### src/rtl/qle_pkg.sv
// qle_pkg: shared types, command codes, register indexes and reset values
// for the tabular Q-learning engine. No dependencies.
`timescale 1ns / 1ps

package qle_pkg;

   localparam int DEF_MAX_STATES  = 64;
   localparam int DEF_MAX_ACTIONS = 8;

   localparam int CSR_INDEX_W = 3;
   localparam int CSR_DATA_W  = 17;

   localparam logic [CSR_INDEX_W-1:0] CSR_STATES_IN_USE  = 3'd0;
   localparam logic [CSR_INDEX_W-1:0] CSR_ACTIONS_IN_USE = 3'd1;
   localparam logic [CSR_INDEX_W-1:0] CSR_LEARNING_RATE  = 3'd2;
   localparam logic [CSR_INDEX_W-1:0] CSR_DISCOUNT       = 3'd3;
   localparam logic [CSR_INDEX_W-1:0] CSR_LEARN_ENABLE   = 3'd4;
   localparam logic [CSR_INDEX_W-1:0] CSR_EXPLORE_LIMIT  = 3'd5;

   localparam logic [6:0]  RST_STATES_IN_USE  = 7'd64;
   localparam logic [3:0]  RST_ACTIONS_IN_USE = 4'd8;
   localparam logic [16:0] RST_LEARNING_RATE  = 17'd32768;
   localparam logic [15:0] RST_DISCOUNT       = 16'd58982;
   localparam logic        RST_LEARN_ENABLE   = 1'b1;
   localparam logic [15:0] RST_EXPLORE_LIMIT  = 16'd100;

   localparam logic [16:0] LEARNING_RATE_ONE = 17'h10000;
   localparam logic [15:0] LFSR_SEED         = 16'hACE1;

   typedef enum logic [1:0] {
      CMD_UPDATE     = 2'd0,
      CMD_GET_ACTION = 2'd1,
      CMD_LOAD       = 2'd2,
      CMD_RESERVED   = 2'd3
   } cmd_type;

   typedef struct packed {
      cmd_type            command;
      logic [5:0]         cur_state;
      logic [5:0]         next_state;
      logic [2:0]         taken_action;
      logic signed [31:0] value;
   } req_type;

   typedef struct packed {
      logic [2:0] chosen_action;
      logic       status;
   } rsp_type;

   // effective configuration, already clamped to the legal ranges
   typedef struct packed {
      logic [6:0]  states;
      logic [3:0]  actions;
      logic [16:0] learn_rate;
      logic [15:0] discount;
      logic        learn_enable;
      logic [15:0] explore_limit;
   } cfg_type;

endpackage

### src/rtl/qle_engine.sv
// qle_engine: command sequencer and update datapath; scans table rows,
// runs the two-multiply update and writes back. Uses qle_pkg.
`timescale 1ns / 1ps

module qle_engine import qle_pkg::*; #(
   parameter int MAX_STATES  = DEF_MAX_STATES,
   parameter int MAX_ACTIONS = DEF_MAX_ACTIONS,
   parameter int DEPTH       = DEF_MAX_STATES * DEF_MAX_ACTIONS,
   parameter int AW          = 9
) (
   input  logic          clock,
   input  logic          reset,
   input  logic          start,
   input  req_type       req_item,
   input  cfg_type       cfg,
   output logic          busy,
   output logic          rsp_strobe,
   output rsp_type       rsp_item,
   output logic          mem_we,
   output logic [AW-1:0] mem_waddr,
   output logic [31:0]   mem_wdata,
   output logic [AW-1:0] mem_raddr,
   input  logic [31:0]   mem_rdata,
   output logic          mod_start,
   output logic [15:0]   mod_dividend,
   input  logic          mod_done,
   input  logic [3:0]    mod_remainder
);

   typedef enum logic [3:0] {
      S_CLEAR,
      S_IDLE,
      S_DECODE,
      S_SCAN,
      S_DRAIN,
      S_MUL1,
      S_DIFF,
      S_MUL2,
      S_WB,
      S_RAND
   } state_type;

   state_type          state_ff;
   req_type            req_ff;
   rsp_type            rsp_ff;
   logic               strobe_ff;
   logic [AW-1:0]      clr_addr_ff;
   logic [5:0]         row_ff;
   logic [3:0]         col_ff;
   logic [3:0]         rd_col_ff;
   logic               rd_vld_ff;
   logic [3:0]         last_col;
   logic signed [31:0] rd_data;
   logic signed [31:0] reward;
   logic               take;
   logic signed [31:0] best_val_ff;
   logic signed [31:0] best_val_in;
   logic [3:0]         best_idx_ff;
   logic [3:0]         best_idx_in;
   logic signed [31:0] q_ff;
   logic signed [48:0] disc_prod_ff;
   logic signed [33:0] diff_ff;
   logic signed [51:0] delta_prod_ff;
   logic signed [36:0] new_sum;
   logic [31:0]        new_val;
   logic [16:0]        explore_ff;
   logic [15:0]        lfsr_ff;
   logic [15:0]        lfsr_in;
   logic               lfsr_fb;
   logic               s_ok;
   logic               sp_ok;
   logic               a_ok;
   logic               explore_now;

   function automatic logic [AW-1:0] entry_addr(input logic [5:0] row,
                                                input logic [3:0] col);
      return AW'(32'(row) * MAX_ACTIONS + 32'(col));
   endfunction

   function automatic rsp_type make_rsp(input logic [2:0] act, input logic err);
      rsp_type r;
      r.chosen_action = act;
      r.status        = err;
      return r;
   endfunction

   assign rd_data  = $signed(mem_rdata);
   assign reward   = $signed(req_ff.value);
   assign last_col = cfg.actions - 4'd1;

   assign s_ok  = {1'b0, req_ff.cur_state} < cfg.states;
   assign sp_ok = {1'b0, req_ff.next_state} < cfg.states;
   assign a_ok  = {1'b0, req_ff.taken_action} < cfg.actions;

   assign explore_now = cfg.learn_enable && (explore_ff > {1'b0, cfg.explore_limit});

   assign lfsr_fb = lfsr_ff[0] ^ lfsr_ff[2] ^ lfsr_ff[3] ^ lfsr_ff[5];
   assign lfsr_in = {lfsr_fb, lfsr_ff[15:1]};

   // running argmax over the beats coming back from a row scan; first max wins
   assign take        = rd_vld_ff && ((rd_col_ff == 4'd0) || (rd_data > best_val_ff));
   assign best_val_in = take ? rd_data : best_val_ff;
   assign best_idx_in = take ? rd_col_ff : best_idx_ff;

   // new entry: old value plus floor(lr * diff / 2^16), saturated to 32 bits
   assign new_sum = q_ff + $signed(delta_prod_ff[51:16]);

   always_comb begin
      if (!new_sum[36] && (new_sum[35:31] != 5'b00000)) begin
         new_val = 32'h7FFF_FFFF;
      end else if (new_sum[36] && (new_sum[35:31] != 5'b11111)) begin
         new_val = 32'h8000_0000;
      end else begin
         new_val = new_sum[31:0];
      end
   end

   assign mod_start    = (state_ff == S_DECODE) && (req_ff.command == CMD_GET_ACTION) &&
                         s_ok && explore_now;
   assign mod_dividend = lfsr_in;

   always_comb begin
      mem_we    = 1'b0;
      mem_waddr = clr_addr_ff;
      mem_wdata = '0;
      mem_raddr = entry_addr(row_ff, col_ff);
      case (state_ff)
         S_CLEAR: begin
            mem_we = 1'b1;
         end
         S_DECODE: begin
            if ((req_ff.command == CMD_LOAD) && s_ok && a_ok) begin
               mem_we    = 1'b1;
               mem_waddr = entry_addr(req_ff.cur_state, {1'b0, req_ff.taken_action});
               mem_wdata = req_ff.value;
            end
         end
         S_DRAIN: begin
            // the last scan beat lands now; fetch the entry being updated
            mem_raddr = entry_addr(req_ff.cur_state, {1'b0, req_ff.taken_action});
         end
         S_WB: begin
            mem_we    = 1'b1;
            mem_waddr = entry_addr(req_ff.cur_state, {1'b0, req_ff.taken_action});
            mem_wdata = new_val;
         end
         default: begin
         end
      endcase
   end

   // free-running update datapath; each register is sampled by the state
   // that follows it
   always_ff @(posedge clock) begin
      best_val_ff   <= best_val_in;
      best_idx_ff   <= best_idx_in;
      rd_col_ff     <= col_ff;
      disc_prod_ff  <= $signed({1'b0, cfg.discount}) * best_val_ff;
      diff_ff       <= reward + $signed(disc_prod_ff[48:16]) - q_ff;
      delta_prod_ff <= $signed({1'b0, cfg.learn_rate}) * diff_ff;
      if (state_ff == S_MUL1) begin
         q_ff <= rd_data;
      end
   end

   always_ff @(posedge clock) begin
      if (reset) begin
         state_ff    <= S_CLEAR;
         clr_addr_ff <= '0;
         strobe_ff   <= 1'b0;
         rd_vld_ff   <= 1'b0;
         col_ff      <= '0;
         row_ff      <= '0;
         explore_ff  <= '0;
         lfsr_ff     <= LFSR_SEED;
      end else begin
         rd_vld_ff <= (state_ff == S_SCAN);
         case (state_ff)
            S_CLEAR: begin
               strobe_ff   <= 1'b0;
               clr_addr_ff <= clr_addr_ff + AW'(1);
               if (clr_addr_ff == AW'(DEPTH - 1)) begin
                  state_ff <= S_IDLE;
               end
            end
            S_IDLE: begin
               strobe_ff <= 1'b0;
               if (start) begin
                  req_ff   <= req_item;
                  state_ff <= S_DECODE;
               end
            end
            S_DECODE: begin
               col_ff <= '0;
               case (req_ff.command)
                  CMD_UPDATE: begin
                     if (s_ok && sp_ok && a_ok) begin
                        strobe_ff <= 1'b0;
                        row_ff    <= req_ff.next_state;
                        state_ff  <= S_SCAN;
                     end else begin
                        rsp_ff    <= make_rsp(3'd0, 1'b1);
                        strobe_ff <= 1'b1;
                        state_ff  <= S_IDLE;
                     end
                  end
                  CMD_GET_ACTION: begin
                     if (!s_ok) begin
                        rsp_ff    <= make_rsp(3'd0, 1'b1);
                        strobe_ff <= 1'b1;
                        state_ff  <= S_IDLE;
                     end else if (explore_now) begin
                        strobe_ff  <= 1'b0;
                        explore_ff <= '0;
                        lfsr_ff    <= lfsr_in;
                        state_ff   <= S_RAND;
                     end else begin
                        strobe_ff <= 1'b0;
                        if (cfg.learn_enable) begin
                           explore_ff <= explore_ff + 17'd1;
                        end
                        row_ff   <= req_ff.cur_state;
                        state_ff <= S_SCAN;
                     end
                  end
                  CMD_LOAD: begin
                     rsp_ff    <= make_rsp(3'd0, !(s_ok && a_ok));
                     strobe_ff <= 1'b1;
                     state_ff  <= S_IDLE;
                  end
                  default: begin
                     rsp_ff    <= make_rsp(3'd0, 1'b1);
                     strobe_ff <= 1'b1;
                     state_ff  <= S_IDLE;
                  end
               endcase
            end
            S_SCAN: begin
               strobe_ff <= 1'b0;
               col_ff    <= col_ff + 4'd1;
               if (col_ff == last_col) begin
                  state_ff <= S_DRAIN;
               end
            end
            S_DRAIN: begin
               if (req_ff.command == CMD_UPDATE) begin
                  strobe_ff <= 1'b0;
                  state_ff  <= S_MUL1;
               end else begin
                  rsp_ff    <= make_rsp(best_idx_in[2:0], 1'b0);
                  strobe_ff <= 1'b1;
                  state_ff  <= S_IDLE;
               end
            end
            S_MUL1: begin
               strobe_ff <= 1'b0;
               state_ff  <= S_DIFF;
            end
            S_DIFF: begin
               strobe_ff <= 1'b0;
               state_ff  <= S_MUL2;
            end
            S_MUL2: begin
               strobe_ff <= 1'b0;
               state_ff  <= S_WB;
            end
            S_WB: begin
               rsp_ff    <= make_rsp(3'd0, 1'b0);
               strobe_ff <= 1'b1;
               state_ff  <= S_IDLE;
            end
            S_RAND: begin
               if (mod_done) begin
                  rsp_ff    <= make_rsp(mod_remainder[2:0], 1'b0);
                  strobe_ff <= 1'b1;
                  state_ff  <= S_IDLE;
               end else begin
                  strobe_ff <= 1'b0;
               end
            end
            default: begin
               strobe_ff <= 1'b0;
               state_ff  <= S_IDLE;
            end
         endcase
      end
   end

   assign busy       = (state_ff != S_IDLE);
   assign rsp_strobe = strobe_ff;
   assign rsp_item   = rsp_ff;

endmodule

### config.mk
export PLATFORM = sky130hd
export DESIGN_NAME = qle_engine
export DESIGN_NICKNAME = d
export VERILOG_FILES = /design/src/rtl/qle_pkg.sv /design/src/rtl/qle_engine.sv
export SDC_FILE = /design/constraint.sdc
export NUM_CORES = 2
export LEC_CHECK = 0
export BUFFER_PORTS_ARGS = -buffer_cell sky130_fd_sc_hd__buf_2
export CORE_MARGIN = 10
export CORE_UTILIZATION = 40
export DETAILED_ROUTE_END_ITERATION = 6
export GPL_ROUTABILITY_DRIVEN = 0
export PLACE_DENSITY = 0.62
export SYNTH_ARGS = -nofsm -noshare
export SYNTH_HDL_FRONTEND = slang
export SYNTH_SLANG_ARGS = --single-unit
### constraint.sdc
create_clock -name clock -period 21.1 [get_ports clock]
set_input_delay 3.165 -clock clock [delete_from_list [all_inputs] [get_ports clock]]
set_output_delay 3.165 -clock clock [all_outputs]
set_load 0.01 [all_outputs]
# Yosys cells after proc, flatten, opt, wreduce, memory -nomap -nowiden
# Cells that the tools add are included.
# Widths: inputs -> output; s select.
# classes
addsub	9
n_mul	2
magnitude_cmp	5
n_eq_ne	25
n_mux	39
bitwise	4
reduce_logical	30
# ops
op	n
$mux 32	3
$pmux 32 s2	1
$mul 18x34->52	1
$mul 17x32->49	1
$mux 4	10
$add 32x36->37	1
$pmux 4 s9	1
$add 32x33->34	1
$mux 17	2
$sub 34x32->34	1
$gt 32x32->1	1
$mux 6	3
$mux 9	2
$pmux 9 s2	1
$add 17x1->17 const B	1
$gt 17x16->1	1
$eq 4x3->1 const B	4
$pmux 4 s2	2
$pmux 4 s4	1
$lt 6x7->1	2
$ne 2x2->1 const B	7
$logic_and 1x1->1	12
$pmux 4 s3	1
$pmux 6 s2	1
other kinds (36)	53
# word_totals
reg_bits	317
in_bits	150
output_inout_bits	74
elab_cells	136

# Depth between registers and ports, before layout
# logic_depth
word_depth	6
mapped_depth	26
ltp_nobuf	24

# Least setup slack after synthesis
# No wires, ideal clock.
# synth_path
path_type	input -> register
startpoint	input cfg[42] (netlist bit)
endpoint	register delta_prod_ff[40]
setup_ps	72
t_arrival_ps	9135
required_time_ps	21028
slack_ps	11894
path_stages	23
path_buffers	2
cell_sequence	clkbuf_1 -> clkbuf_1 -> nand2_1 -> fa_1 -> inv_1 -> fa_1 -> fa_1 -> fa_1 -> fa_1 -> inv_1 -> fa_1 -> inv_1 -> ha_1 -> and3_1 -> and3_1 -> o22ai_1 -> a221o_1 -> o211ai_1 -> a31oi_1 -> o41ai_2 -> o2111ai_1 -> a31oi_1 -> xor2_1
# synth_via
elab_chain_len	1
# synth_rtl
element	line_no	text
start, declared	qle_engine.sv:15	input cfg_type cfg,
$mul 18x34->52	qle_engine.sv:160	delta_prod_ff <= $signed({1'b0, cfg.learn_rate}) * diff_ff;
end signal, assigned	qle_engine.sv:160	
end, declared	qle_engine.sv:63	logic signed [51:0] delta_prod_ff;
# Every way passes these cells.
# A chain may end at the register's enable or synchronous reset.

# Worst setup path after layout
# layout_path
startpoint	input cfg[19] (netlist bit)
endpoint	register disc_prod_ff[44]
# layout_via
elab_chain_len	1
# layout_rtl
element	line_no	text
$mul 17x32->49	qle_engine.sv:158	disc_prod_ff <= $signed({1'b0, cfg.discount}) * best_val_ff;
end signal, assigned	qle_engine.sv:158	
end, declared	qle_engine.sv:61	logic signed [48:0] disc_prod_ff;
# Every way passes these cells.

==> results.md <==
- Initial antenna violation count: 6
- Number of levels in the clock H-tree: 1
- Number of unique standard cell types used by synthesis: 91
- Gate family responsible for the most delay along the worst path: adder cells
- Hold buffer count at CTS: 0
- Total negative slack for setup checks: 0 ns
- Share of the yosys chip area belonging to registers: 13.1%
- Synth area leaders: sky130_fd_sc_hd__fa_1, sky130_fd_sc_hd__inv_1, sky130_fd_sc_hd__ha_1, sky130_fd_sc_hd__edfxtp_1, sky130_fd_sc_hd__dfxtp_1
- Number of enable flip-flop cells after synthesis: 117
- DRC violations left: 0
- Critical Path Sink Type: flip-flop
- Clock-pin slew on the worst setup and hold paths: 0.07 ns
- Routed wirelength normalized by instance count: 18.3 µm
- Number of cell rows: 132
- Final HPWL from detailed placement: 112000 µm
- Area of combinational cells with multiple inputs: 39200 µm²
- Status: finished, final reports clean
- Termination of the worst setup path: disc_prod_ff[44]$_DFF_P_
- Max transition margin: 34.8%
- Worst reg2reg path depth: 23
- Count of buffers inserted at the top-level ports: 222
- Die outline width: 382 µm
- Number of max-slew violations in the final report: 0
- Vias per Instance: 5.03
- Signed area change from the synthesized netlist to the final layout: 6.91%
- Slowest CP cell: sky130_fd_sc_hd__a211oi_1
- Category of the worst setup path launch point: primary input
- Worst reg-to-reg setup slack: 13.14 ns
- Number of cells on the worst hold path: 0
- Number of instances resized during post-cts repair: 0
- Share of the clock period used by the worst path after layout: 48.6%
- Count of boundary I/O pins: 224
- Aggregate routed wire length: 137000 µm
- Crit path buf inv count: 5
- Synthesized area per cell: 9.20 µm²
- Detailed router's first-iteration violation count: 2340
- Latest clock arrival within the worst-skew pair: 0.61 ns
- Final setup violating endpoints: 0
- Endpoint arrival time on the critical path: 10.79 ns
- Capturing point of the worst reg2reg path: disc_prod_ff[44]$_DFF_P_
- Cell at the root of the clock tree: sky130_fd_sc_hd__clkbuf_16
- Unrepaired setup endpoints after global routing: no
- Layout cells sized above 1: 6.27%
- Worst-case hold slack: 0.457 ns
- Worst setup path start: cfg[19]
- Crit path cell chain: buf_2, nand2_1, fa_1, fa_1, fa_1, inv_1, fa_1, fa_1, inv_1, fa_1, inv_1, ha_1, a211oi_1, nand2_1, a211oi_1, o22ai_1, a31oi_1, buf_4, o311ai_1, a32oi_1, o21ai_1, a21oi_1, xnor2_1
- Synthesized netlist net count: 7287
- Filler cell count: 12792
- Netlist Area Pre-Place: 52400 µm²
- TritonCTS clock tree: done
- Die outline area: 146000 µm²
- Delay contributed by the slowest stage of the critical path: 0.74 ns
- First-pass GRT wire length: 222000 µm
- Core Area: 130000 µm²
- Most instantiated flip-flop cell in the synthesis netlist: sky130_fd_sc_hd__dfxtp_1
- Area used by sequential logic in the layout: 6880 µm²
- Max Fclk: 97.5 MHz
- Final critical-path required period: 10.25 ns
- Via count: 37795
- Cell Area, Placed: 55000 µm²
- Number of buffers created by CTS: 29
- Vias in the first global route: 40445
- Number of clock sinks: 285
- Maximum number of pins on one net before global-route repair: 50
- Number of max-cap violations: 0
- Library cell appearing most often on the critical path: sky130_fd_sc_hd__fa_1
- Overall fraction of global-route tracks in use: 18.9%
- Path category of the worst min-delay check: reg -> reg
- Warnings from Yosys: 0
- Initial core utilization: 40.4%
- Stages on the worst setup path: 23
- Largest area contributor in the synthesized netlist: sky130_fd_sc_hd__fa_1
- Buffers from clock root to sink, at most: 3
- Detailed-router iteration count before antenna repair: 6
- Fraction of post-synthesis cell area in the top cell type by area: 40.9%
- Count of nets left with antenna violations after detail routing: 0
- Max Clock Skew: 0.0241 ns
- Vertical die dimension: 382 µm
- Kind of critical path: in -> reg
- Final instance area: 56000 µm²
- Maximum fanout along the worst path: 32
- Reg-to-reg critical path startpoint: best_val_ff[8]$_DFFE_PP_
- Register bit count reported by yosys: 285
- Cells after Synth: 5696
- Worst Path Required: 21.63 ns
- Total grt overflow: 0
- Final Hold Viols: 0
- Proportion of register bits with asynchronous set or reset after synthesis: 0%
- Net count reported at finish: 7343
- Count of buffers added by post-CTS timing repair for setup: 0
- Tightest Pin Transition: 0.973 ns
-- how the worst min path moves through the flow --
stage                           end                   start
6_report       rd_col_ff[1]$_DFF_P_  col_ff[1]$_SDFFE_PP0P_
5_1_grt        rd_col_ff[1]$_DFF_P_  col_ff[1]$_SDFFE_PP0P_
4_1_cts        rd_col_ff[1]$_DFF_P_  col_ff[1]$_SDFFE_PP0P_
3_5_place_dp   rd_col_ff[1]$_DFF_P_  col_ff[1]$_SDFFE_PP0P_
3_3_place_gp   rd_col_ff[1]$_DFF_P_  col_ff[1]$_SDFFE_PP0P_
2_1_floorplan  rd_col_ff[3]$_DFF_P_  col_ff[3]$_SDFFE_PP0P_
-- logic make-up (layout without fill, tap and decap cells) --
family	count (synthesis)	after routing	share of synthesized area [%]
AOI/OAI and AO/OA	535	535	6.92
xor gates and xnor gates	176	176	2.94
adders and majority gates	1441	1441	49.8
buffers and inverters	1651	1730	12.1
DFF	285	285	13.1
muxes	35	35	0.712
other	0	4	0
and+or+nand+nor	1573	1573	14.5
-- cells in the final DEF (no fill, tap or decap), types with 33 or more instances in the layout --
master / netlist / final
sky130_fd_sc_hd__a21o_1: 81 / 81
sky130_fd_sc_hd__a21oi_1: 156 / 156
sky130_fd_sc_hd__and2_1: 431 / 430
sky130_fd_sc_hd__buf_2: 9 / 222
sky130_fd_sc_hd__buf_4: 16 / 39
sky130_fd_sc_hd__dfxtp_1: 168 / 168
sky130_fd_sc_hd__edfxtp_1: 117 / 117
sky130_fd_sc_hd__fa_1: 1070 / 1070
sky130_fd_sc_hd__ha_1: 371 / 371
sky130_fd_sc_hd__inv_1: 1415 / 1415
sky130_fd_sc_hd__nand2_1: 773 / 773
sky130_fd_sc_hd__nand3_1: 35 / 35
sky130_fd_sc_hd__nand4_1: 33 / 33
sky130_fd_sc_hd__nor2_1: 137 / 137
sky130_fd_sc_hd__nor2b_1: 34 / 33
sky130_fd_sc_hd__o21ai_0: 78 / 78
sky130_fd_sc_hd__xnor2_1: 112 / 112
sky130_fd_sc_hd__xor2_1: 64 / 64
-- area by class of cell --
type | count | area share (%)
Multi-Input combinational cell | 3760 | 70.0
Sequential cell | 285 | 12.3
Inverter | 1415 | 9.48
Tap cell | 1742 | 3.89
Timing Repair Buffer | 261 | 2.51
Clock buffer | 39 | 1.49
Clock inverter | 15 | 0.286
Antenna cell | 4 | 0.0179
-- state kept, by name (all words and copies together) (netlist names), 6 cells and up --
name and count:
explore_ff 17, row_ff 6, clr_addr_ff 9, req_ff 17, disc_prod_ff 33, lfsr_ff 16
diff_ff 34, delta_prod_ff 36, best_val_ff 32, q_ff 32, reward 32
-- per-layer routing --
metal	share of wire, %	vias to the layer above	routed length [µm]	GRT usage [%]
li1	-	17174	-	-
met1	43	19293	59500	25.7
met2	47	1140	64300	31.4
met3	7.5	188	10300	3.10
met4	2.5	0	3390	4.68
met5	0	-	0	0
-- cell usage after synthesis (all sizes together), types with 7 or more instances --
cell type  number
xnor2         112
a211o          14
nor2          137
fa           1070
nand2b         22
o21a           22
xor2           64
buf            34
clkbuf        202
o21ai          85
a21oi         157
a31oi          20
a221o          31
nand3          36
nor3           32
a211oi         21
o21bai         14
ha            371
nand4          34
mux2i          17
and2          431
nor4            8
o31ai          10
a21o           81
and4            7
or3            11
mux2           18
and3           24
edfxtp        117
nor2b          34
nand2         774
inv          1415
dfxtp         168
o211ai         17
-- per-stage QoR --
step / utilization (%) / std cells / worst slack, ns
final: 43.1 / 7521 / 10.85
after global routing: 43.1 / 7520 / 10.47
after CTS: 43.1 / 7517 / 10.87
after detailed placement: 42.4 / 7463 / 10.26
after global placement: 42.4 / 7463 / 10.30
after floorplan: - / 5696 / 11.89
-- worst reg2reg max path, stage by stage (launching register included) --
cell                       delay, ns
sky130_fd_sc_hd__edfxtp_1       0.74
sky130_fd_sc_hd__and2_1         0.35
sky130_fd_sc_hd__fa_1           0.54
sky130_fd_sc_hd__inv_1          0.05
sky130_fd_sc_hd__fa_1           0.48
sky130_fd_sc_hd__fa_1           0.52
sky130_fd_sc_hd__inv_1          0.06
sky130_fd_sc_hd__fa_1           0.45
sky130_fd_sc_hd__fa_1           0.55
sky130_fd_sc_hd__inv_1          0.06
sky130_fd_sc_hd__fa_1           0.48
sky130_fd_sc_hd__inv_1          0.05
sky130_fd_sc_hd__ha_1           0.30
sky130_fd_sc_hd__a211oi_1       0.31
sky130_fd_sc_hd__nand2_1        0.12
sky130_fd_sc_hd__a211oi_1       0.74
sky130_fd_sc_hd__o22ai_1        0.44
sky130_fd_sc_hd__a31oi_1        0.35
sky130_fd_sc_hd__buf_4          0.22
sky130_fd_sc_hd__o311ai_1       0.22
sky130_fd_sc_hd__a32oi_1        0.40
sky130_fd_sc_hd__o21ai_1        0.15
sky130_fd_sc_hd__a21oi_1        0.20
sky130_fd_sc_hd__xnor2_1        0.14
Power is not shown: default switching activity piles up to over one toggle a cycle in this logic, so the estimate is an artifact.
