**config.mk**
```make
export PLATFORM = sky130hd
export DESIGN_NAME = qle_mod
export DESIGN_NICKNAME = d
export VERILOG_FILES = /design/src/rtl/qle_mod.sv
export SDC_FILE = /design/constraint.sdc
export NUM_CORES = 1
export LEC_CHECK = 0
export ABC_AREA = 1
export BUFFER_PORTS_ARGS = -buffer_cell sky130_fd_sc_hd__buf_2
export CORE_UTILIZATION = 55
export DETAILED_ROUTE_END_ITERATION = 16
export GPL_ROUTABILITY_DRIVEN = 0
export PLACE_DENSITY_LB_ADDON = 0.2
export SKIP_LAST_GASP = 1
export SLEW_MARGIN = 15
export SYNTH_ARGS = -nofsm -noshare
export SYNTH_HDL_FRONTEND = slang
export SYNTH_SLANG_ARGS = --single-unit
```
**constraint.sdc**
```tcl
create_clock -name clock -period 4.65 [get_ports clock]
set_clock_uncertainty 0.15 [all_clocks]
set_input_delay 0.93 -clock clock [delete_from_list [all_inputs] [get_ports clock]]
set_output_delay 0.93 -clock clock [all_outputs]
set_load 0.05 [all_outputs]
```
**src/rtl/qle_mod.sv**
```systemverilog
// qle_mod: bit-serial remainder of a 16-bit value by a 4-bit divisor,
// one quotient bit per cycle. Depends on nothing.
`timescale 1ns / 1ps

module qle_mod (
   input  logic        clock,
   input  logic        reset,
   input  logic        start,
   input  logic [15:0] dividend,
   input  logic [3:0]  divisor,
   output logic        done,
   output logic [3:0]  remainder
);

   logic [15:0] shift_ff;
   logic [3:0]  rem_ff;
   logic [3:0]  count_ff;
   logic        run_ff;
   logic        done_ff;
   logic [4:0]  trial;

   assign trial = {rem_ff, shift_ff[15]};

   always_ff @(posedge clock) begin
      if (reset) begin
         run_ff   <= 1'b0;
         done_ff  <= 1'b0;
         count_ff <= '0;
      end else begin
         done_ff <= !start && run_ff && (count_ff == 4'd0);
         if (start) begin
            shift_ff <= dividend;
            rem_ff   <= '0;
            count_ff <= 4'd15;
            run_ff   <= 1'b1;
         end else if (run_ff) begin
            shift_ff <= {shift_ff[14:0], 1'b0};
            // remainder stays below the divisor, so one subtract suffices
            if (trial >= {1'b0, divisor}) begin
               rem_ff <= 4'(trial - {1'b0, divisor});
            end else begin
               rem_ff <= trial[3:0];
            end
            count_ff <= count_ff - 4'd1;
            if (count_ff == 4'd0) begin
               run_ff <= 1'b0;
            end
         end
      end
   end

   assign done      = done_ff;
   assign remainder = rem_ff;

endmodule

```
; After elaboration in Yosys (flattened, before gate mapping)
; Index checks and enable logic that the tools add are counted.
[word_totals]
register_bits = 26
in_bits = 23
out_inout_bits = 5
word_cells = 24
[op_classes]
addsub = 2
magnitude_cmp = 1
mux = 9
bitwise_logic = 1
n_reduce_logical = 6
[op_table]
columns = operator, count
row1 = 16-bit 2-to-1 mux, 2
row2 = 4-bit 2-to-1 mux, 4
row3 = 5-bit by 4-bit greater-or-equal comparator with 1-bit output, 1
row4 = 4-bit zero test, 1
row5 = "4-bit by 1-bit subtractor with 4-bit output, second input constant", 1
row6 = 4-bit subtractor, 1
row7 = 1-bit 2-to-1 mux, 3
row8 = 1-bit logical AND, 2
row9 = 2-bit AND reduction, 1
row10 = 2-bit nonzero test, 1
row11 = 1-bit zero test, 1
row12 = 1-bit NOT, 1

; Logic depth before layout (Yosys ltp)
; Gate-level depths: netlist of run 1.
[logic_depth]
word_depth = 4
mapped_depth = 11
depth_no_buf = 11

; Least setup slack after synthesis of run 1
; No wires, ideal clock.
[synth_path]
kind = input-to-reg
start = in start
end = reg rem_ff[0], in the netlist remainder[0] (enable)
setup_ps = 398
arrival_ps = 1879
required_ps = 4102
slack_ps = 2223
cell_stages = 2
n_path_buf = 0
path_cell_list = nor2_1 nor2_1
[synth_between]
elab_chain_len = 2
[synth_lines]
columns = item, line
row1 = start: declaration, 8  ; input logic start,
row2 = 2-bit nonzero test (no line), -
row3 = 2-bit AND reduction (no line), -
row4 = end signal: assignment, 40  ; rem_ff <= 4'(trial - {1'b0, divisor});
row5 = end signal: assignment, 42  ; rem_ff <= trial[3:0];
row6 = end: declaration, 16  ; logic [3:0] rem_ff;
; No other way between the ends.
; A chain may end at the register's enable or synchronous reset.

; Worst setup path after layout of run 1
[layout_path]
start = reg rem_ff[3], in the netlist remainder[3]
end = out remainder[3]
[layout_rtl]
columns = item, line
row1 = end: declaration, 12  ; output logic [3:0] remainder
; No word-level cell between the ends.

==> results.txt, run 1 <==
----------------------------------------------------
[Clock tree]
  Clock input transition at the sequential cells of the worst setup and hold paths ... between 0.1 and 0.15 ns
  TritonCTS clock tree ... built
  Number of buffers added by the clock tree synthesis step ... 3
  Count of clock tree sinks ... 26
  Hold buffer count at cts ... 0
  Post-CTS setup-driven buffer insertion count ... 0
  Master cell of the clock root buffer ... sky130_fd_sc_hd__clkbuf_4
  Total number of H-tree levels ... 1
  Clk Latency, worst-skew pair ... between 0.3 and 0.4 ns
  Total of cells resized after clock tree synthesis ... 0
  Maximum root-to-sink buffer count ... 2

[Global route]
  Vias in the first global route ... around 1,000
  Largest net degree at the start of global routing ... 23
  Global route total overflow ... 0
  Number of antenna violations at the first check in global routing ... 0
  Total global routing track utilization ... 0.1962
  First-pass GRT wire length ... around 3900 µm

[STA]
  Setup TNS ... 0 ns
  Actual slew at the worst max-slew pin ... ~0.38 ns
  Max Slew Vio Count ... 0
  Final worst-path cycle share ... 0.4639
  Final number of hold-violating endpoints ... 0
  Slew headroom ... 0.7482
  Time the worst path needs with I/O delays and setup ... between 2 and 2.5 ns
  Maximum clock frequency ... 0.4636 GHz
  Final setup violation count ... 0
  Post-route setup slack ... between 2 and 2.5 ns
  Setup repair after global routing missed its margin ... no

[Synth]
  Cell area after synthesis ... between 1000 and 1500 µm²
  Number of cells produced by synthesis ... ~150
  Yosys warning total ... 0
  Synthesized net count ... about 180
  Distinct cell type count of the synthesized netlist ... 26
  Post-synthesis sequential area ratio ... 0.5368
  Most area-consuming cells after synthesis ... sky130_fd_sc_hd__edfxtp_1 (45%), sky130_fd_sc_hd__nand2_1 (17%), sky130_fd_sc_hd__dfxtp_1 (8.9%)
  Library cell occupying the most area in the post-synthesis netlist ... sky130_fd_sc_hd__edfxtp_1
  Yosys top cell area share ... 0.4473
  Number of storage elements in the synthesis netlist ... 26
  Synthesized area divided by synthesized cell count ... 8.832 µm²

[Place]
  Cell area after placement ... approximately 1500 µm²
  HPWL Detailed ... around 1700 µm
  Port Buf Inserts ... 27
  Worst slack after detailed placement ... between 2 and 2.5 ns
  Total placed cells including tap cells ... between 200 and 250

[Routing]
  Number of optimization iterations in the first detailed-route pass ... 4
  Total vias in the final route ... between 1,000 and 1,500
  Detail-routed net length per standard cell ... approximately 11 µm
  Number of design rule violations left after detail routing ... 0
  Total wirelength of the detailed-routed design ... between 2000 and 2500 µm
  DRT iter0 DRCs ... 12
  Detailed-route vias per instance ... 4.986
  Count of antenna-violating nets left after detailed routing ... 0

[Cells and area]
  Post-route cell area ... between 1500 and 2000 µm²
  Antenna diode count ... 0
  Fin cells ... between 200 and 250
  Finished Core Util ... 0.6770
  Fraction of final layout cells sized beyond drive strength 1 ... 0.2278
  Number of fill cells in the layout ... about 200
  Layout Area Growth over Synthesis ... 13.70%
  Layout net count ... 210

[Power]
  Portion of total power attributed to the clock network ... 0.195
  Gate power share ... 0.221
  Sequential cell fraction of total power ... 0.583
  Sw Share ... 0.2895
  Internal power ... 340.8 µW
  Power density of the placed cells ... roughly 310 nW/µm²
  Switch Pwr ... 138.9 µW
  VDD IR max ... 0.2650 mV
  Total leakage power ... 0.7721 nW

[Worst setup path]
  Reg-to-reg setup timing slack ... between 2 and 3 ns
  Launching point of the worst reg2reg path ... remainder[1]$_SDFFCE_PP0P_
  CP peak stage delay ... roughly 0.47 ns
  List of cells traversed by the critical path ... buf_2
  Number of cells on the worst reg-to-reg path ... 7
  Data required time at the worst endpoint ... ~3.6 ns
  Type of the worst setup path ... reg -> out
  Cell family with the largest share of critical-path delay ... flip-flops
  Bufs and invs on worst path ... 1
  Crit Path Max Fanout ... 2
  Crit path max-delay cell type ... sky130_fd_sc_hd__edfxtp_1
  Launching element of the worst setup path ... remainder[3]$_SDFFCE_PP0P_
  Crit path DAT ... about 1.1 ns
  Capturing point of the worst reg2reg path ... remainder[3]$_SDFFCE_PP0P_
  Nature of the critical path startpoint ... register
  Element type at the critical path end ... output port

[Min path]
  Origin of the worst min-delay path ... count_ff[0]$_SDFFE_PP0N_
  Hold-critical path depth ... 1
  Worst hold path type ... reg -> reg
  Hold Crit Endpoint ... count_ff[0]$_SDFFE_PP0N_

[Run]
  Count of max-cap constraint violations ... 0

[Die]
  Overall die area ... 2642 µm²
  Starting Density ... 0.5954
  Site row count ... 17
  Standard cell core area ... approximately 2300 µm²
  DIE WIDTH ... approximately 51 µm
  # IOs ... 28
  Die Height ... a little over 50 µm

[Outcome]
  Status ... completed

----------------------------------------------------
## layout by cell type, fill, tap and decap left out, types with 2 or more instances in the layout
cell type / n
sky130_fd_sc_hd__ha_1: 5
sky130_fd_sc_hd__inv_1: 18
sky130_fd_sc_hd__a21oi_1: 5
sky130_fd_sc_hd__nand3_1: 7
sky130_fd_sc_hd__buf_2: 27
sky130_fd_sc_hd__nand2_2: 3
sky130_fd_sc_hd__nor2_1: 8
sky130_fd_sc_hd__clkbuf_4: 3
sky130_fd_sc_hd__inv_2: 2
sky130_fd_sc_hd__edfxtp_1: 20
sky130_fd_sc_hd__o21ai_1: 2
sky130_fd_sc_hd__dfxtp_1: 6
sky130_fd_sc_hd__clkinv_1: 2
sky130_fd_sc_hd__nand2_1: 60
## power by group through the flow
stage	Sequential (mW)	Combinational, mW	Clock, mW
2_1_floorplan	0.295	0.0681	0
3_3_place_gp	0.285	0.101	0
3_5_place_dp	0.285	0.106	0
4_1_cts	0.280	0.107	0.0971
5_1_grt	0.282	0.120	0.106
6_report	0.280	0.106	0.0936
## metal layers
metal  global-route usage  part of all wire  vias to the layer above
li1                     -                 -                      540
met1               0.2162              0.45                      471
met2               0.3615              0.51                       22
met3              0.02083             0.028                        4
met4               0.1081             0.011                        0
met5                    0                 0                        -
## flip-flops by register name (all words and copies together) (netlist names)
name	cells
shift_ff	16
done	1
count_ff	4
run_ff	1
remainder	4
## layout make-up
class / count / area [µm²] / area share
clock buffers: 3 / 22.52 / 0.01475
multi-input cells: 101 / 523.0 / 0.3426
clock inverters: 1 / 3.754 / 0.002459
flip-flops and latches: 26 / 720.7 / 0.4721
repair buffers: 28 / 142.6 / 0.09344
well taps: 28 / 35.03 / 0.02295
inverters: 21 / 78.83 / 0.05164
## per-stage QoR
stage,power (mW),hold slack (ns)
2_1_floorplan,0.3635,0.2570
3_3_place_gp,0.3858,0.2676
3_5_place_dp,0.3915,0.2729
4_1_cts,0.4837,0.2915
5_1_grt,0.5070,0.3065
6_report,0.4797,0.2900
## kinds of logic after synthesis
| family | count (synthesis) | synth area share |
|---|---|---|
| buffers and inverters | 25 | 0.07362 |
| AO/OA/AOI/OAI | 11 | 0.05405 |
| XOR/XNOR | 1 | 0.006525 |
| adder cells (fa/ha/maj) | 6 | 0.06151 |
| flip-flops | 26 | 0.5368 |
| AND/OR/NAND/NOR | 83 | 0.2675 |
## how the worst max path moves through the flow
stage / end / slack [ns] / cells after the start
global placement: remainder[1]$_SDFFCE_PP0P_ / 2.31 / 9
finish: remainder[3] / 2.49 / 1
detailed placement: remainder[1]$_SDFFCE_PP0P_ / 2.26 / 9
floorplan: remainder[0]$_SDFFCE_PP0P_ / 2.22 / 2
CTS: remainder[3] / 2.48 / 1
global route: remainder[3] / 2.44 / 1
## cell usage after synthesis
cell type,number
sky130_fd_sc_hd__nand2_4,1
sky130_fd_sc_hd__a31oi_1,1
sky130_fd_sc_hd__nor4_1,1
sky130_fd_sc_hd__edfxtp_1,20
sky130_fd_sc_hd__inv_2,2
sky130_fd_sc_hd__buf_2,1
sky130_fd_sc_hd__nand4_1,1
sky130_fd_sc_hd__ha_1,5
sky130_fd_sc_hd__a21boi_1,1
sky130_fd_sc_hd__nor2_2,1
sky130_fd_sc_hd__nor2_1,8
sky130_fd_sc_hd__a221oi_2,1
sky130_fd_sc_hd__inv_1,18
sky130_fd_sc_hd__buf_4,1
sky130_fd_sc_hd__dfxtp_1,6
sky130_fd_sc_hd__nand3_1,7
sky130_fd_sc_hd__clkinv_1,1
sky130_fd_sc_hd__a21oi_2,1
sky130_fd_sc_hd__clkbuf_1,2
sky130_fd_sc_hd__nand2_1,60
sky130_fd_sc_hd__nand2_2,3
sky130_fd_sc_hd__xor2_1,1
sky130_fd_sc_hd__fa_1,1
sky130_fd_sc_hd__o21ai_1,2
sky130_fd_sc_hd__nor2_8,1
sky130_fd_sc_hd__a21oi_1,5
Power figures use the tool's default switching activity.
==> run 2: changes to the inputs <==
--- a/config.mk
+++ b/config.mk
@@ -7,7 +7,7 @@
 export LEC_CHECK = 0
 export ABC_AREA = 1
 export BUFFER_PORTS_ARGS = -buffer_cell sky130_fd_sc_hd__buf_2
-export CORE_UTILIZATION = 55
+export CORE_UTILIZATION = 48
 export DETAILED_ROUTE_END_ITERATION = 16
 export GPL_ROUTABILITY_DRIVEN = 0
 export PLACE_DENSITY_LB_ADDON = 0.2
==> constraint.sdc (replaced) <==
create_clock -name clock -period 1.85 [get_ports clock]
set_clock_uncertainty 0.15 [all_clocks]
set_input_delay 0.37 -clock clock [delete_from_list [all_inputs] [get_ports clock]]
set_output_delay 0.37 -clock clock [all_outputs]
set_load 0.05 [all_outputs]
==> run 2 against run 1 <==
Final cell count increased by 2.9%. Critical path depth increased by 6. Clock power rose to 2.7 times the previous value. Largest cell class unchanged.
==> results.txt, run 2 (synthesized netlist as in run 1, its figures left out) <==
----------------------------------------------------
[Cells and area]
  Most frequent cells in the layout ... sky130_fd_sc_hd__nand2_1 (60), sky130_fd_sc_hd__buf_2 (27), sky130_fd_sc_hd__edfxtp_1 (20)
  Storage cell area ... 720.7 µm² (unchanged)
  Commonest non-fill, non-tap cell in the layout ... sky130_fd_sc_hd__nand2_1
  Flip-flop count of the largest register after layout ... 16 (unchanged)
  Number of fill cells in the layout ... 237 (+17%)
  Fin cells ... 214 (+2.9%)
  Post-route cell area ... 1594 µm² (+4.4%)
  Finished Core Util ... 0.6209 (-0.05617)
  Register name with the most flops ... shift_ff
  Layout net count ... 214 (+1.9%)
  Multi-input logic area ... 558.0 µm² (+6.7%)
  Layout Area Growth over Synthesis ... 18.73%
  Fraction of final layout cells sized beyond drive strength 1 ... 0.2772 (+0.04940)
  Antenna diode count ... 0 (unchanged)

[Clock tree]
  Count of clock tree sinks ... 26 (unchanged)
  Total number of H-tree levels ... 1 (unchanged)
  Clk Latency, worst-skew pair ... 0.32 ns (about the same)
  Master cell of the clock root buffer ... sky130_fd_sc_hd__clkbuf_4
  Maximum root-to-sink buffer count ... 2 (unchanged)
  Number of buffers added by the clock tree synthesis step ... 3 (unchanged)
  Hold buffer count at cts ... 0 (unchanged)
  Clock input transition at the sequential cells of the worst setup and hold paths ... 0.14 ns (about the same)
  TritonCTS clock tree ... built

[Worst setup path]
  Crit path DAT ... 1.69 ns (+0.61 ns)
  Crit Path Max Fanout ... 2 (unchanged)
  Reg-to-reg setup timing slack ... 0.10 ns (-2.78 ns)
  Capturing point of the worst reg2reg path ... remainder[2]$_SDFFCE_PP0P_
  Type of the worst setup path ... reg -> reg
  Launching point of the worst reg2reg path ... shift_ff[15]$_DFFE_PP_
  Bufs and invs on worst path ... 2 (+1)
  CP peak stage delay ... 0.40 ns (-0.07 ns)
  Element type at the critical path end ... register
  Cell family with the largest share of critical-path delay ... adder cells
  Number of cells on the worst reg-to-reg path ... 7 (unchanged)
  Crit path max-delay cell type ... sky130_fd_sc_hd__edfxtp_1
  Data required time at the worst endpoint ... 1.79 ns (-1.78 ns)
  List of cells traversed by the critical path ... inv_2 > ha_4 > inv_1 > fa_2 > xor2_1 > a21oi_1 > nor2_1
  Nature of the critical path startpoint ... register

[Routing]
  DRT iter0 DRCs ... 16 (+4)
  Total wirelength of the detailed-routed design ... 2478 µm (+10%)
  Number of design rule violations left after detail routing ... 0 (unchanged)
  Count of antenna-violating nets left after detailed routing ... 0 (unchanged)
  Detailed-route vias per instance ... 4.921 (-1.3%)
  Number of optimization iterations in the first detailed-route pass ... 4 (unchanged)
  Total vias in the final route ... 1,053 (+1.5%)
  Detail-routed net length per standard cell ... 11.58 µm (+7.2%)

[Place]
  Total placed cells including tap cells ... 208 (+2.0%)
  HPWL Detailed ... 1801 µm (+8.1%)
  Port Buf Inserts ... 27 (unchanged)
  Cell area after placement ... 1538 µm² (+2.5%)
  Worst slack after detailed placement ... 0.001171 ns (-2.254 ns)

[STA]
  Maximum clock frequency ... between 0.5 and 0.6 GHz
  Actual slew at the worst max-slew pin ... 0.3208 ns (-0.05697 ns)
  Worst-case hold slack ... 0.1374 ns (-0.1526 ns)
  Slew headroom ... 0.7858 (+0.03767)
  Max Slew Vio Count ... 0 (unchanged)
  Final number of hold-violating endpoints ... 0 (unchanged)
  Post-route setup slack ... 0.1025 ns (-2.390 ns)
  Final setup violation count ... 0 (unchanged)
  Setup TNS ... 0 ns (unchanged)
  Time the worst path needs with I/O delays and setup ... approximately 1.7 ns
  Final worst-path cycle share ... 0.9446

[Power]
  VDD IR max ... 0.6026 mV (+130%)
  Power density of the placed cells ... 783.0 nW/µm² (+150%)
  Overall Power ... 1.248 mW (+160%)
  Total leakage power ... 0.7911 nW (+2.5%)

[Outcome]
  Status ... completed

[Die]
  Standard cell core area ... 2567 µm² (+14%)
  DIE WIDTH ... 54.89 µm (+6.8%)
  # IOs ... 28 (unchanged)
  Die Height ... 54.89 µm (+6.8%)
  Starting Density ... 0.5229 (-0.07255)
  Overall die area ... 3012 µm² (+14%)
  Site row count ... 18 (+1)

[Run]
  Count of max-cap constraint violations ... 0 (unchanged)

[Global route]
  Number of antenna violations at the first check in global routing ... 0 (unchanged)
  Largest net degree at the start of global routing ... 21 (-8.7%)
  Global route total overflow ... 0 (unchanged)
  Total global routing track utilization ... 0.1849 (-0.01130)
  Vias in the first global route ... 950 (-7.8%)
  First-pass GRT wire length ... 3857 µm (-0.18%)

[Min path]
  Hold-critical path depth ... 2 (+1)
  Worst hold path type ... in -> reg
  Hold Crit Endpoint ... count_ff[1]$_SDFFE_PP0N_
  Origin of the worst min-delay path ... reset

----------------------------------------------------
-- run 2: what timing repair did --
action	CTS	global route
endpoints found under the setup margin	0	4
resized for setup	0	4
setup buffers	0	2
endpoints found under the hold margin	0	0
-- run 2: worst max-delay path by stage --
stage	startpoint	depth (start not counted)	to
floorplan	remainder[0]$_SDFFCE_PP0P_	9	remainder[0]$_SDFFCE_PP0P_
global placement	divisor[0]	7	remainder[2]$_SDFFCE_PP0P_
detailed placement	divisor[0]	7	remainder[2]$_SDFFCE_PP0P_
CTS	shift_ff[15]$_DFFE_PP_	7	remainder[2]$_SDFFCE_PP0P_
global route	remainder[0]$_SDFFCE_PP0P_	9	remainder[2]$_SDFFCE_PP0P_
finish	shift_ff[15]$_DFFE_PP_	7	remainder[2]$_SDFFCE_PP0P_
-- run 2: where the power goes --
group / internal (mW) / switching (mW) / leakage [nW]
registers: 0.682 / 0.0231 / 0.243
clock network: 0.0843 / 0.170 / 0.0150
logic: 0.111 / 0.178 / 0.533
-- run 2: layout make-up --
type,instances,area share
clock buffers,4,0.01648
inverters,21,0.04945
multi-input cells,101,0.3501
flip-flops and latches,26,0.4521
well taps,30,0.02355
repair buffers,32,0.1083
-- run 2: layer usage --
layer | part of all wire | track usage
met5 | 0 | 0
met3 | 0.042 | 0.03333
met2 | 0.52 | 0.3173
met1 | 0.44 | 0.2267
met4 | 0.0061 | 0.07265
==> run 3: changes to the inputs <==
==> constraint.sdc (replaced) <==
create_clock -name clock -period 1.85 [get_ports clock]
set_clock_uncertainty 0.15 [all_clocks]
set_input_delay 0.37 -clock clock [delete_from_list [all_inputs] [get_ports clock]]
set_output_delay 0.37 -clock clock [all_outputs]
set_load 0.1 [all_outputs]
==> run 3 against run 2 <==
Setup slack worse by 0.048 ns. Total power is 2.2% higher. Global-route usage stayed put. Largest power group unchanged. First-iteration DRC count is 19% lower.
==> results.txt, run 3 (synthesized netlist as in run 1, its figures left out) <==
----------------------------------------------------
[Global route]
  Largest net degree at the start of global routing ... 21 (unchanged)
  Vias in the first global route ... 950 (unchanged)
  Total global routing track utilization ... 0.1849 (unchanged)
  Global route total overflow ... 0 (unchanged)
  First-pass GRT wire length ... 3857 µm (unchanged)
  Number of antenna violations at the first check in global routing ... 0 (unchanged)

[Worst setup path]
  Nature of the critical path startpoint ... register
  CP peak stage delay ... 0.48 ns (+0.08 ns)
  Data required time at the worst endpoint ... 1.33 ns (-0.46 ns)
  Launching element of the worst setup path ... remainder[3]$_SDFFCE_PP0P_
  Bufs and invs on worst path ... 1 (-1)
  Crit path DAT ... 1.28 ns (-0.41 ns)
  Crit Path Max Fanout ... 2 (unchanged)
  List of cells traversed by the critical path ... buf_2
  Cell family with the largest share of critical-path delay ... flip-flops
  Type of the worst setup path ... reg -> out
  Element type at the critical path end ... output port
  Launching point of the worst reg2reg path ... shift_ff[15]$_DFFE_PP_
  Crit path max-delay cell type ... sky130_fd_sc_hd__edfxtp_1

[Die]
  Standard cell core area ... 2567 µm² (unchanged)
  Die Height ... 54.89 µm (unchanged)
  DIE WIDTH ... 54.89 µm (unchanged)
  # IOs ... 28 (unchanged)
  Overall die area ... 3012 µm² (unchanged)
  Site row count ... 18 (unchanged)
  Starting Density ... 0.5229 (unchanged)

[Routing]
  Total wirelength of the detailed-routed design ... 2453 µm (-1.0%)
  Count of antenna-violating nets left after detailed routing ... 0 (unchanged)
  Detailed-route vias per instance ... 4.897 (-0.48%)
  Total vias in the final route ... 1,043 (-0.95%)
  Number of design rule violations left after detail routing ... 0 (unchanged)
  Number of optimization iterations in the first detailed-route pass ... 4 (unchanged)
  Detail-routed net length per standard cell ... 11.52 µm (-0.54%)
  DRT iter0 DRCs ... 13 (-3)

[STA]
  Final setup violation count ... 0 (unchanged)
  Final worst-path cycle share ... 0.9707 (+0.02613)
  Maximum clock frequency ... 0.5569 GHz (-2.7%)
  Slew headroom ... 0.6793 (-0.1065)
  Actual slew at the worst max-slew pin ... 0.4844 ns (+0.1636 ns)
  Time the worst path needs with I/O delays and setup ... 1.796 ns (+0.04834 ns)
  Max Slew Vio Count ... 0 (unchanged)
  Post-route setup slack ... 0.05419 ns (-0.04834 ns)
  Final number of hold-violating endpoints ... 0 (unchanged)

[Clock tree]
  Maximum root-to-sink buffer count ... 2 (unchanged)
  Clock input transition at the sequential cells of the worst setup and hold paths ... 0.15 ns (about the same)
  Total number of H-tree levels ... 1 (unchanged)
  Clk Latency, worst-skew pair ... 0.32 ns (about the same)
  Master cell of the clock root buffer ... sky130_fd_sc_hd__clkbuf_4
  Count of clock tree sinks ... 26 (unchanged)
  Number of buffers added by the clock tree synthesis step ... 3 (unchanged)
  TritonCTS clock tree ... built

[Cells and area]
  Fraction of final layout cells sized beyond drive strength 1 ... 0.2732 (-0.003950)
  Post-route cell area ... 1587 µm² (-0.47%)
  Layout net count ... 213 (-0.47%)
  Register name with the most flops ... shift_ff
  Commonest non-fill, non-tap cell in the layout ... sky130_fd_sc_hd__nand2_1
  Most frequent cells in the layout ... sky130_fd_sc_hd__nand2_1 (60), sky130_fd_sc_hd__buf_2 (27), sky130_fd_sc_hd__edfxtp_1 (20)
  Antenna diode count ... 0 (unchanged)
  Flip-flop count of the largest register after layout ... 16 (unchanged)
  Layout Area Growth over Synthesis ... 18.17%

[Min path]
  Worst hold path type ... in -> reg
  Origin of the worst min-delay path ... reset

[Power]
  Total leakage power ... 0.7862 nW (-0.62%)
  Power density of the placed cells ... 803.9 nW/µm² (+2.7%)
  VDD IR max ... 0.6137 mV (+1.8%)
  Overall Power ... 1.275 mW (+2.2%)

[Place]
  HPWL Detailed ... 1801 µm (unchanged)
  Port Buf Inserts ... 27 (unchanged)
  Worst slack after detailed placement ... 0.001171 ns (unchanged)
  Cell area after placement ... 1538 µm² (unchanged)

[Outcome]
  Status ... completed

[Run]
  Count of max-cap constraint violations ... 0 (unchanged)

----------------------------------------------------
-- run 3: cell type report --
cell class                 instances  area (µm²)
fill                             237       980.9
sequential                        26       720.7
multi-input combinational        101       558.0
clock buffer                       4       26.28
timing repair buffer              31       165.2
tap                               30       37.54
inverter                          21       78.83
-- run 3: routing by layer --
metal	wire (µm)	track usage	vias to the layer above
li1	-	-	543
met1	1105	0.2267	478
met2	1256	0.3173	20
met3	76	0.03333	2
met4	15	0.07265	0
met5	0	0	-
-- run 3: report_power, final --
part | internal (mW) | switching, mW | total (mW)
combinational | 0.109 | 0.208 | 0.317
sequential | 0.682 | 0.0232 | 0.705
clock | 0.0843 | 0.170 | 0.254
-- run 3: through the flow --
stage               hold WS, ns    util  setup TNS [ns]  std cells
CTS                      0.1326  0.6092               0        212
detailed placement       0.2726  0.5989               0        208
floorplan                0.2570       -          -1.543        152
global placement         0.2652  0.5989               0        208
global route             0.1241  0.6179        -0.01785        213
finish                   0.1379  0.6179               0        213
-- run 3: path summary, 6_finish.rpt --
kind / slack [ns] / cells after the start / to
setup / recovery: 0.05 / 1 / remainder[3]
hold / removal: 0.14 / 2 / count_ff[1]$_SDFFE_PP0N_
setup reg to reg: 0.10 / 7 / remainder[2]$_SDFFCE_PP0P_
hold reg to reg: 0.29 / 1 / count_ff[0]$_SDFFE_PP0N_
-- run 3: repair_timing --
action,in CTS,in global routing
setup buffers,0,1
gates resized for setup,0,4
hold buffers,0,0
endpoints found under the setup margin,0,4
